===== config.mk =====
export PLATFORM = sky130hd
export DESIGN_NAME = look_disk_scheduler_core
export DESIGN_NICKNAME = d
export VERILOG_FILES = /design/src/design/ldsched_pkg.sv /design/src/design/ldsched_store.sv /design/src/design/ldsched_cmp.sv /design/src/design/look_disk_scheduler_core.sv
export SDC_FILE = /design/constraint.sdc
export NUM_CORES = 1
export LEC_CHECK = 0
export BUFFER_PORTS_ARGS = -buffer_cell sky130_fd_sc_hd__buf_2
export CAP_MARGIN = 20
export CORE_AREA = 2 2 251 253
export CTS_CLUSTER_SIZE = 28
export DETAILED_ROUTE_END_ITERATION = 8
export DIE_AREA = 0 0 253 255
export GPL_ROUTABILITY_DRIVEN = 0
export HOLD_SLACK_MARGIN = 0.05
export MAX_ROUTING_LAYER = met4
export PLACE_DENSITY = 0.66
export SLEW_MARGIN = 20
export SYNTH_ARGS = -nofsm -noshare
export SYNTH_HDL_FRONTEND = slang
export SYNTH_SLANG_ARGS = --single-unit
export TNS_END_PERCENT = 20

===== constraint.sdc =====
create_clock -name clk -period 4.4 [get_ports clk]
set_input_delay 0.44 -clock clk [delete_from_list [all_inputs] [get_ports clk]]
set_output_delay 0.44 -clock clk [all_outputs]
set_load 0.01 [all_outputs]

===== src/design/ldsched_pkg.sv =====
// shared constants, types and state encoding for the look disk scheduler
// no dependencies; used by every module of the block
package ldsched_pkg;

  localparam int MAX_REQUESTS = 32;
  localparam int TRACK_BITS   = 16;
  localparam int IDX_W        = $clog2(MAX_REQUESTS);
  localparam int CNT_W        = $clog2(MAX_REQUESTS + 1);
  localparam int SUM_W        = 22;
  localparam logic [SUM_W-1:0] SUM_MAX = {SUM_W{1'b1}};

  typedef enum logic [2:0] {
    ST_IDLE,
    ST_SCAN,
    ST_DRAIN,
    ST_DECIDE,
    ST_EMIT
  } state_t;

  // operands for one compare of the shared scan unit
  typedef struct packed {
    logic                  cand_open;
    logic [TRACK_BITS-1:0] cand;
    logic [TRACK_BITS-1:0] head;
    logic                  up;
    logic                  best_valid;
    logic [TRACK_BITS-1:0] best_track;
  } cmp_in_t;

endpackage


===== src/design/ldsched_store.sv =====
// request store: one write port, one read port with registered read data
// depends on ldsched_pkg for depth and track width
module ldsched_store (
  input  logic                               clk,
  input  logic                               wr_en,
  input  logic [ldsched_pkg::IDX_W-1:0]      wr_addr,
  input  logic [ldsched_pkg::TRACK_BITS-1:0] wr_data,
  input  logic [ldsched_pkg::IDX_W-1:0]      rd_addr,
  output logic [ldsched_pkg::TRACK_BITS-1:0] rd_data
);

  logic [ldsched_pkg::TRACK_BITS-1:0] mem [ldsched_pkg::MAX_REQUESTS];

  always_ff @(posedge clk) begin
    if (wr_en) begin
      mem[wr_addr] <= wr_data;
    end
    rd_data <= mem[rd_addr];
  end

endmodule


===== src/design/ldsched_cmp.sv =====
// shared compare unit: decides whether a candidate beats the current best
// depends on ldsched_pkg for cmp_in_t
module ldsched_cmp (
  input  ldsched_pkg::cmp_in_t op,
  output logic                 take
);

  logic in_dir;
  logic better;

  always_comb begin
    if (op.up) begin
      in_dir = (op.cand >= op.head);
      better = (op.cand < op.best_track);
    end else begin
      in_dir = (op.cand <= op.head);
      better = (op.cand > op.best_track);
    end
    // strict compare keeps the lowest index among equal tracks
    take = op.cand_open && in_dir && (!op.best_valid || better);
  end

endmodule


===== src/design/look_disk_scheduler_core.sv =====
// look disk scheduler top level: sequencer, head state and result register
// depends on ldsched_pkg, ldsched_store and ldsched_cmp
//
// usage: write start_head on the cfg channel while the block is idle. Stream
// requests in on s_axis, one word per cycle; tlast marks the final request of
// a batch. Up to MAX_REQUESTS are kept, further ones are dropped but a tlast
// still ends the batch. After tlast the block stops taking input and services
// the batch in look order, starting at start_head and sweeping upward first.
// Each result word on m_axis carries the track, the seek distance and the
// saturating running total; tlast marks the final result of the batch.
// timing: each result is chosen by a scan that reads one stored request per
// cycle through the single read port; a direction reversal adds one more
// scan. A stalled receiver holds the result register and the sequencer
// waits before loading the next result. Once the last result is loaded the
// block takes input again. Reset clears the batch, the served marks, the
// head (zero, sweeping up) and start_head; no clearing pass.
module look_disk_scheduler_core (
  input  logic        clk,
  input  logic        rst,
  input  logic        cfg_valid,
  output logic        cfg_ready,
  input  logic [15:0] cfg_data,       // start_head
  input  logic        s_axis_tvalid,
  output logic        s_axis_tready,
  input  logic [15:0] s_axis_tdata,   // request_track
  input  logic        s_axis_tlast,   // in_last
  output logic        m_axis_tvalid,
  input  logic        m_axis_tready,
  output logic [55:0] m_axis_tdata,   // served_track, step_distance, total_distance, pad
  output logic        m_axis_tlast    // out_last
);

  localparam int TB = ldsched_pkg::TRACK_BITS;
  localparam int IW = ldsched_pkg::IDX_W;
  localparam int CW = ldsched_pkg::CNT_W;
  localparam int SW = ldsched_pkg::SUM_W;
  localparam logic [CW-1:0] MAX_CNT = CW'(ldsched_pkg::MAX_REQUESTS);

  ldsched_pkg::state_t state, state_next;

  logic [TB-1:0]                         start_head;
  logic [CW-1:0]                         count;
  logic [CW-1:0]                         produced;
  logic [ldsched_pkg::MAX_REQUESTS-1:0]  served;
  logic [TB-1:0]                         head;
  logic                                  sweep_up;
  logic [SW-1:0]                         dist_sum;
  logic                                  flipped;
  logic [IW-1:0]                         scan_addr;
  logic                                  rd_valid;
  logic [IW-1:0]                         rd_idx;
  logic [TB-1:0]                         rd_data;
  logic                                  best_valid;
  logic [TB-1:0]                         best_track;
  logic [IW-1:0]                         best_idx;
  logic [TB-1:0]                         step;
  logic                                  out_valid;
  logic [TB-1:0]                         out_track;
  logic [TB-1:0]                         out_step;
  logic [SW-1:0]                         out_total;
  logic                                  out_last;

  logic                                  in_fire;
  logic                                  store_en;
  logic                                  rd_issue;
  logic                                  scan_end;
  logic                                  emit_fire;
  logic                                  final_res;
  logic                                  flip;
  logic                                  give_up;
  logic                                  scan_start;
  logic                                  take;
  ldsched_pkg::cmp_in_t                  cmp_op;
  logic [SW:0]                           sum_wide;
  logic [SW-1:0]                         sum_next;

  assign cfg_ready = 1'b1;
  assign in_fire   = s_axis_tvalid && s_axis_tready;
  assign store_en  = in_fire && (count < MAX_CNT);
  assign scan_end  = ({1'b0, scan_addr} == (count - CW'(1)));
  assign final_res = ((produced + CW'(1)) == count);

  ldsched_store u_store (
    .clk     (clk),
    .wr_en   (store_en),
    .wr_addr (count[IW-1:0]),
    .wr_data (s_axis_tdata),
    .rd_addr (scan_addr),
    .rd_data (rd_data)
  );

  assign cmp_op.cand_open  = rd_valid && !served[rd_idx];
  assign cmp_op.cand       = rd_data;
  assign cmp_op.head       = head;
  assign cmp_op.up         = sweep_up;
  assign cmp_op.best_valid = best_valid;
  assign cmp_op.best_track = best_track;

  ldsched_cmp u_cmp (
    .op   (cmp_op),
    .take (take)
  );

  // next state
  always_comb begin
    state_next = state;
    unique case (state)
      ldsched_pkg::ST_IDLE: begin
        if (in_fire && s_axis_tlast) begin
          state_next = ldsched_pkg::ST_SCAN;
        end
      end
      ldsched_pkg::ST_SCAN: begin
        if (scan_end) begin
          state_next = ldsched_pkg::ST_DRAIN;
        end
      end
      ldsched_pkg::ST_DRAIN: state_next = ldsched_pkg::ST_DECIDE;
      ldsched_pkg::ST_DECIDE: begin
        if (best_valid) begin
          state_next = ldsched_pkg::ST_EMIT;
        end else if (!flipped) begin
          state_next = ldsched_pkg::ST_SCAN;
        end else begin
          state_next = ldsched_pkg::ST_IDLE;
        end
      end
      ldsched_pkg::ST_EMIT: begin
        if (emit_fire) begin
          state_next = final_res ? ldsched_pkg::ST_IDLE : ldsched_pkg::ST_SCAN;
        end
      end
      default: state_next = ldsched_pkg::ST_IDLE;
    endcase
  end

  // sequencer outputs
  always_comb begin
    s_axis_tready = (state == ldsched_pkg::ST_IDLE);
    rd_issue      = (state == ldsched_pkg::ST_SCAN);
    emit_fire     = (state == ldsched_pkg::ST_EMIT) && (!out_valid || m_axis_tready);
    flip          = (state == ldsched_pkg::ST_DECIDE) && !best_valid && !flipped;
    give_up       = (state == ldsched_pkg::ST_DECIDE) && !best_valid && flipped;
    scan_start    = (in_fire && s_axis_tlast) || flip || (emit_fire && !final_res);
  end

  always_comb begin
    sum_wide = {1'b0, dist_sum} + (SW+1)'(step);
    sum_next = sum_wide[SW] ? ldsched_pkg::SUM_MAX : sum_wide[SW-1:0];
  end

  always_ff @(posedge clk) begin
    if (rst) begin
      state      <= ldsched_pkg::ST_IDLE;
      start_head <= '0;
      count      <= '0;
      produced   <= '0;
      served     <= '0;
      head       <= '0;
      sweep_up   <= 1'b1;
      dist_sum   <= '0;
      flipped    <= 1'b0;
      scan_addr  <= '0;
      rd_valid   <= 1'b0;
      best_valid <= 1'b0;
      out_valid  <= 1'b0;
    end else begin
      state    <= state_next;
      rd_valid <= rd_issue;
      if (cfg_valid && cfg_ready) begin
        start_head <= cfg_data;
      end
      if (store_en) begin
        count <= count + CW'(1);
      end
      if (in_fire && s_axis_tlast) begin
        head     <= start_head;
        sweep_up <= 1'b1;
        dist_sum <= '0;
        produced <= '0;
        flipped  <= 1'b0;
      end
      if (rd_issue) begin
        scan_addr <= scan_addr + IW'(1);
      end
      if (scan_start) begin
        scan_addr  <= '0;
        best_valid <= 1'b0;
      end else if (take) begin
        best_valid <= 1'b1;
      end
      if (flip) begin
        sweep_up <= !sweep_up;
        flipped  <= 1'b1;
      end
      if (m_axis_tready) begin
        out_valid <= 1'b0;
      end
      if (emit_fire) begin
        out_valid        <= 1'b1;
        served[best_idx] <= 1'b1;
        head             <= best_track;
        dist_sum         <= sum_next;
        produced         <= produced + CW'(1);
        flipped          <= 1'b0;
      end
      // batch end clears the stored requests and their marks
      if ((emit_fire && final_res) || give_up) begin
        count  <= '0;
        served <= '0;
      end
    end
  end

  // payload registers
  always_ff @(posedge clk) begin
    rd_idx <= scan_addr;
    if (take) begin
      best_track <= rd_data;
      best_idx   <= rd_idx;
    end
    if (state == ldsched_pkg::ST_DECIDE) begin
      step <= (best_track >= head) ? (best_track - head) : (head - best_track);
    end
    if (emit_fire) begin
      out_track <= best_track;
      out_step  <= step;
      out_total <= sum_next;
      out_last  <= final_res;
    end
  end

  assign m_axis_tvalid = out_valid;
  assign m_axis_tdata  = {2'b00, out_total, out_step, out_track};
  assign m_axis_tlast  = out_last;

  a_count_bound: assert property (@(posedge clk) disable iff (rst)
    count <= MAX_CNT)
    else $error("request count beyond store depth");

  a_idle_marks_clear: assert property (@(posedge clk) disable iff (rst)
    (state == ldsched_pkg::ST_IDLE) |-> (served == '0))
    else $error("served marks left set between batches");

  a_emit_has_pick: assert property (@(posedge clk) disable iff (rst)
    (state == ldsched_pkg::ST_EMIT) |-> best_valid)
    else $error("emit without a chosen request");

  a_emit_marks: assert property (@(posedge clk) disable iff (rst)
    (emit_fire && !final_res) |=> served[$past(best_idx)])
    else $error("serviced request not marked");

endmodule


Yosys cells after proc, flatten, opt, wreduce, memory -nomap -nowiden

Memory sizes are Yosys's and may differ from the RTL's. A register that Yosys moved wholly into a read port is not among the register bits.
Cells that the tools add are included.

Reduce and logical (&&, ||, !) cells: 32
Order comparisons: 9
Multiplexer cells: 29
Equal/unequal tests: 9
Bitwise logic cells: 1
Add/sub/neg operators: 7

Operators by type and width:

| kind                | count |
|---|---|
| $mux 22             | 3 |
| $mux 16             | 3 |
| $ge 16x16->1        | 2 |
| $or 32x32->32       | 1 |
| $sub 16x16->16      | 2 |
| $add 22x16->23      | 1 |
| $gt 16x16->1        | 1 |
| $le 16x16->1        | 1 |
| $lt 16x16->1        | 1 |
| $pmux 3 s5          | 1 |
| $mux 1              | 14 |
| $logic_and 1x1->1   | 13 |
| $add 6x1->6 const B | 2 |
| $lt 5x6->1 const B  | 2 |
| $mux 3              | 4 |
| $mux 6              | 2 |
| $eq 3x2->1 const B  | 2 |
| $eq 5x6->1          | 1 |
| $eq 6x6->1          | 1 |
| $logic_not 1->1     | 6 |
| $lt 6x6->1 const B  | 1 |
| $reduce_bool 2->1   | 3 |
| $reduce_or 2->1     | 3 |
| $sub 6x1->6 const B | 1 |
| 11 further kinds    | 16 |

Bits in writable memories: 512
Memories kept: 1
Output and inout bits: 60
Bits of input ports: 38
Word-level logic and storage cells: 109
Flip-flop bits (word level): 208

Memory list:

| memory      | words | bits a word | rd ports | clocked after Yosys merged registers in | wr ports | RTL line            | RTL |
|---|---|---|---|---|---|---|---|
| u_store.mem | 32    | 16          | 1        | 1                                       | 1        | ldsched_store.sv:12 | `logic [ldsched_pkg::TRACK_BITS-1:0] mem [ldsched_pkg::MAX_REQUESTS];` |

Logic depth before layout (Yosys ltp)

Depth in word-level cells: 6
Mapped depth: 11
Mapped depth without buffers: 10

Modules after synthesis

A second synthesis with hierarchy kept.

Cell total of the unflattened synthesis: 2,245
Area, all modules: 31,531.5 um^2

By module, submodules not included:

| module                   | seq. area each (um^2) | times used | cells each | area each (um^2) |
|---|---|---|---|---|
| ldsched_store            | 15,695.1              | 1          | 1,143      | 20,535.9 |
| look_disk_scheduler_core | 5,084.9               | 1          | 988        | 10,138.5 |
| ldsched_cmp              | 0.0                   | 1          | 114        | 857.1 |

Worst setup path after synthesis

Ideal clock, no wire load.

Kind: reg2reg
From: register head[7]
To: register best_idx[0], enable pin
Data required time: 3.995 ns
Setup slack: 0.882 ns
Setup time: 0.405 ns
Arrival time: 3.114 ns
Path buffers: 0
Period minus slack after synthesis: 3.518 ns
Stages on the path, launching flop included: 10
Cells stage by stage: dfxtp_1 inv_1 ha_1 nand4_1 or4_1 and3b_1 a21oi_1 o21ai_0 nor4b_2 a21boi_1

Word-level cells in the longest chain between the ends: 4
Elaborated cells between the ends (all ways): 5
Classes of those cells: 2 x order compare; 1 x mux; 2 x reduce/logical

RTL lines:

| item                                         | RTL line                             | RTL |
|---|---|---|
| from (decl)                                  | look_disk_scheduler_core.sv:45       | `logic [TB-1:0] head;` |
| from (signal assigned)                       | look_disk_scheduler_core.sv:177      | `head <= start_head;` |
| from (signal assigned)                       | look_disk_scheduler_core.sv:202      | `head <= best_track;` |
| $le 16x16->1 or $ge 16x16->1 (tied branches) | ldsched_cmp.sv:16, ldsched_cmp.sv:13 |  |
| $mux 1 (*)                                   | ldsched_cmp.sv:12                    | `if (op.up) begin` |
| $logic_and 1x1->1 (*) (2 in series)          | ldsched_cmp.sv:20                    | `take = op.cand_open && in_dir && (!op.best_valid \|\| better);` |
| net take                                     | look_disk_scheduler_core.sv:72       | `logic take;` |
| to (signal assigned)                         | look_disk_scheduler_core.sv:220      | `best_idx <= rd_idx;` |
| to (decl)                                    | look_disk_scheduler_core.sv:55       | `logic [IW-1:0] best_idx;` |

Mark *: on every way through the listed nets, which the timed path passes. The rest lies on a longest branch.
A chain may end at the register's enable or synchronous reset.

Worst setup path after layout

From: register step[0]
To: register dist_sum[3]

Word-level cells in the longest chain between the ends: 3

RTL lines:

| item                   | RTL line                        | RTL |
|---|---|---|
| from (decl)            | look_disk_scheduler_core.sv:56  | `logic [TB-1:0] step;` |
| from (signal assigned) | look_disk_scheduler_core.sv:223 | `step <= (best_track >= head) ? (best_track - head) : (head - best_track);` |
| $add 22x16->23         | look_disk_scheduler_core.sv:148 | `sum_wide = {1'b0, dist_sum} + (SW+1)'(step);` |
| $mux 22                | look_disk_scheduler_core.sv:149 | `sum_next = sum_wide[SW] ? ldsched_pkg::SUM_MAX : sum_wide[SW-1:0];` |
| net sum_next[3]        | look_disk_scheduler_core.sv:75  | `logic [SW-1:0] sum_next;` |
| $mux 22                | look_disk_scheduler_core.sv:199 | `if (emit_fire) begin` |
| to (signal assigned)   | look_disk_scheduler_core.sv:203 | `dist_sum <= sum_next;` |
| to (decl)              | look_disk_scheduler_core.sv:47  | `logic [SW-1:0] dist_sum;` |

The timed path passes the listed nets, and every way through them passes these cells.

==> results.toml <==
[outcome]
outcome = "finished clean"

[critical_path]
crit_path_top_delay_cell = "nand3_1"
rrSetupSlack_ps = 1050
worstSetupEndpointType = "register"
path_delay_family = "compound AO/OA/AOI/OAI gates"
rr_startpoint = "step[0]$_DFFE_PN_"
r2r-end = "dist_sum[3]$_SDFFE_PP0P_"
cp_max_fo = 16
path_class = "register to register"
timing.critical_path.from = "step[0]$_DFFE_PN_"
reg2reg_depth = 9
critPathMaxStageDelay_ps = 560
cp_num_cells = 9
cp_data_arrival_time_ps = 3860
required_ps = 4910
cp-start-kind = "register"
crit_buf_inv = 0
crit_chain = "ha_1 -> fa_1 -> a211oi_2 -> nor2_1 -> o31ai_1 -> a32oi_1 -> nand3_1 -> o21ai_0 -> a22o_1"

[detailed_routing]
wire_per_inst_um = 25.0
wl_met1_um = 30700
ant_nets = 0
drtIter0Drc = 1512
num_vias = 17100
routed_via_density = 5.99
routed.top_layer = "met4"
first_pass_iters = 7
drc = 0
wl_met3_um = 5290
wl_um = 71200
wl_met2_um = 33200

[clock_network]
cts.path.max_buffers = 3
clk_latency_ps = 630
cts.sinks = 736
cts_setup_buffers = 0
cts_tree = "done"
clk_pin_slew_worst_paths_ps = 60
cts_hold_buf = 12
htree_levels = 3
cts_buffers = 76
clock-root-buffer = "clkbuf_16"
postCtsResizedCells = 0

[placed_design]
placement.setup.worst_slack_ps = 1040
dp_hpwl_um = 45300
dpl_cell_area_mm2 = 0.0321
dpl.cell_count = 2698
port_buffers = 94

[synth]
yosys_warnings = 0
muxShareOfSynthArea_pct = 13.9
ys_seq_area_share_pct = 67.6
yosysUniqueCellTypes = 80
yosys.area_share.xor_xnor_pct = 1.28
synthArstFlopShare_pct = 0
synth_ff_type = "edfxtp_1"
synth-edff-count = 604
syn-cell-area_mm2 = 0.0307
synthAdderAreaFrac_pct = 3.66
synth_top_family_by_area = "multiplexers"
synthSimpleGateAreaFrac_pct = 5.24
syn-instance-count = 1864
postSynthAreaPerCell_um2 = 16.5
ys_ff_latch = 736
synth_compound_area_share_pct = 6.18

[timing]
finalCriticalPeriod_ps = 3350
hold_ws_ps = 72.2
setup_ws_ps = 1050
tns_ps = 0
drv_slew = 0
rsz0062_at_grt = "false"
timing.slew.headroom_pct = 27.7
tightest_slew_ps = 1080
setup_violations = 0
period_share_pct = 76.1
skew_ps = 15.4
finalHoldViolCount = 0
max_freq_ghz = 0.299

[power]
cellPowerDensity_mw_per_mm2 = 505
p_leak_uw = 0.0116
clkPwrFrac_pct = 35.8
p_int_uw = 12900
p_comb_share_pct = 17.6
switching_share_pct = 26.6
pwr-share-seq_pct = 46.6
p_switching_uw = 4660
ir_drop_v = 0.000334

[min_path]
hp-start = "cfg_data[4]"
whs_path_depth = 3
worstHoldEndpoint = "start_head[4]$_SDFFE_PP0P_"
min_path_type = "primary input to register"

[cells_and_area]
fin_area_mm2 = 0.0347
final_common_cell = "edfxtp_1"
final_layout_size_suffix_gt1_share_pct = 23.0
area_growth_pct = 12.9
final_cells = 2850
nets = 2115
layout_common_cells = "604 x edfxtp_1, 168 x mux4_2, 134 x nor2_1, 128 x dfxtp_1, 94 x buf_2"

[grt]
antenna_found_initial = 4
grt_usage_pct = 23.0
grt_start_max_net_pins = 54
grt-ovfl-total = 0
grt_pass1_wl_um = 106000
grt_pass1_vias = 16700

[floorplanning]
core_area_mm2 = 0.0622
die_w_um = 253
io_pins = 98
num_rows = 92
die_area_mm2 = 0.0645
initial_utilization_pct = 49.4
die_h_um = 255

[run]
cap_viol_max_count = 0
## per-stage QoR
step                      utilization, %  total power [µW]
after floorplan                        -             10300
after CTS                           55.8             17700
after detailed placement            51.7             11400
after global routing                55.8             18200
final                               55.8             17500
after global placement              51.7             11400
## power by group through the flow
| stage | sequential [µW] | clock (µW) | combinational (µW) |
|---|---|---|---|
| 2_1_floorplan | 8140 | 0 | 2200 |
| 3_3_place_gp | 8290 | 0 | 3060 |
| 3_5_place_dp | 8310 | 0 | 3080 |
| 4_1_cts | 8170 | 6390 | 3110 |
| 5_1_grt | 8200 | 6650 | 3340 |
| 6_report | 8170 | 6280 | 3090 |
## area by class of cell
class                   instances  area [µm²]
repair buffers                136         866
diodes                          1        2.50
flip-flops and latches        736       20800
clock inverters                40         390
clock buffers                  99        2040
fillers                      4828       27500
well taps                     799        1000
multi-input cells             982        9390
inverters                      57         214
## cell families (layout without fill, tap and decap cells)
logic type	after synthesis	after routing
other cells	2	4
simple gates	348	348
mux	215	215
compound gates	283	283
xor+xnor	45	45
flops	736	736
fa+ha+maj	88	88
buf+inv	147	332
## worst reg2reg max path, stage by stage (launching register included)
cell,delay [ps]
edfxtp_1,400
ha_1,240
fa_1,450
a211oi_2,290
nor2_1,100
o31ai_1,380
a32oi_1,270
nand3_1,560
o21ai_0,280
a22o_1,270
## per-layer routing
layer	vias up	track usage, %
li1	7587	-
met1	8754	31.4
met2	617	34.9
met3	105	4.40
met4	0	7.73
met5	-	-
## Yosys cell counts, types with 15 or more instances
library cell,instances,area (µm²)
a21o_1,15,113
a21oi_1,88,440
a22o_1,16,140
a311oi_1,19,166
clkbuf_1,50,188
dfxtp_1,132,2640
edfxtp_1,604,18100
ha_1,85,1060
inv_1,56,210
mux2_2,17,191
mux2i_1,30,300
mux4_2,168,3780
nand2_1,71,267
nand3_1,24,120
nor2_1,155,582
nor3_1,16,80.1
o21ai_0,48,240
xnor2_1,24,210
xor2_1,21,184
## sequential cells by signal, indices dropped and copies added (netlist names), 16 cells and up
signal           flops
head                16
step                16
u_store.mem        512
best_track          16
start_head          16
u_store.rd_data     16
out_step            16
out_total           22
out_track           16
served              32
dist_sum            22
## worst max path at each step
stage | end | slack [ps]
finish | dist_sum[3]$_SDFFE_PP0P_ | 1050
global route | dist_sum[3]$_SDFFE_PP0P_ | 750
CTS | dist_sum[3]$_SDFFE_PP0P_ | 1000
detailed placement | dist_sum[3]$_SDFFE_PP0P_ | 1040
global placement | best_idx[0]$_DFFE_PP_ | 1130
floorplan | best_idx[0]$_DFFE_PP_ | 880
No activity file was read; power rests on OpenSTA's default activity.
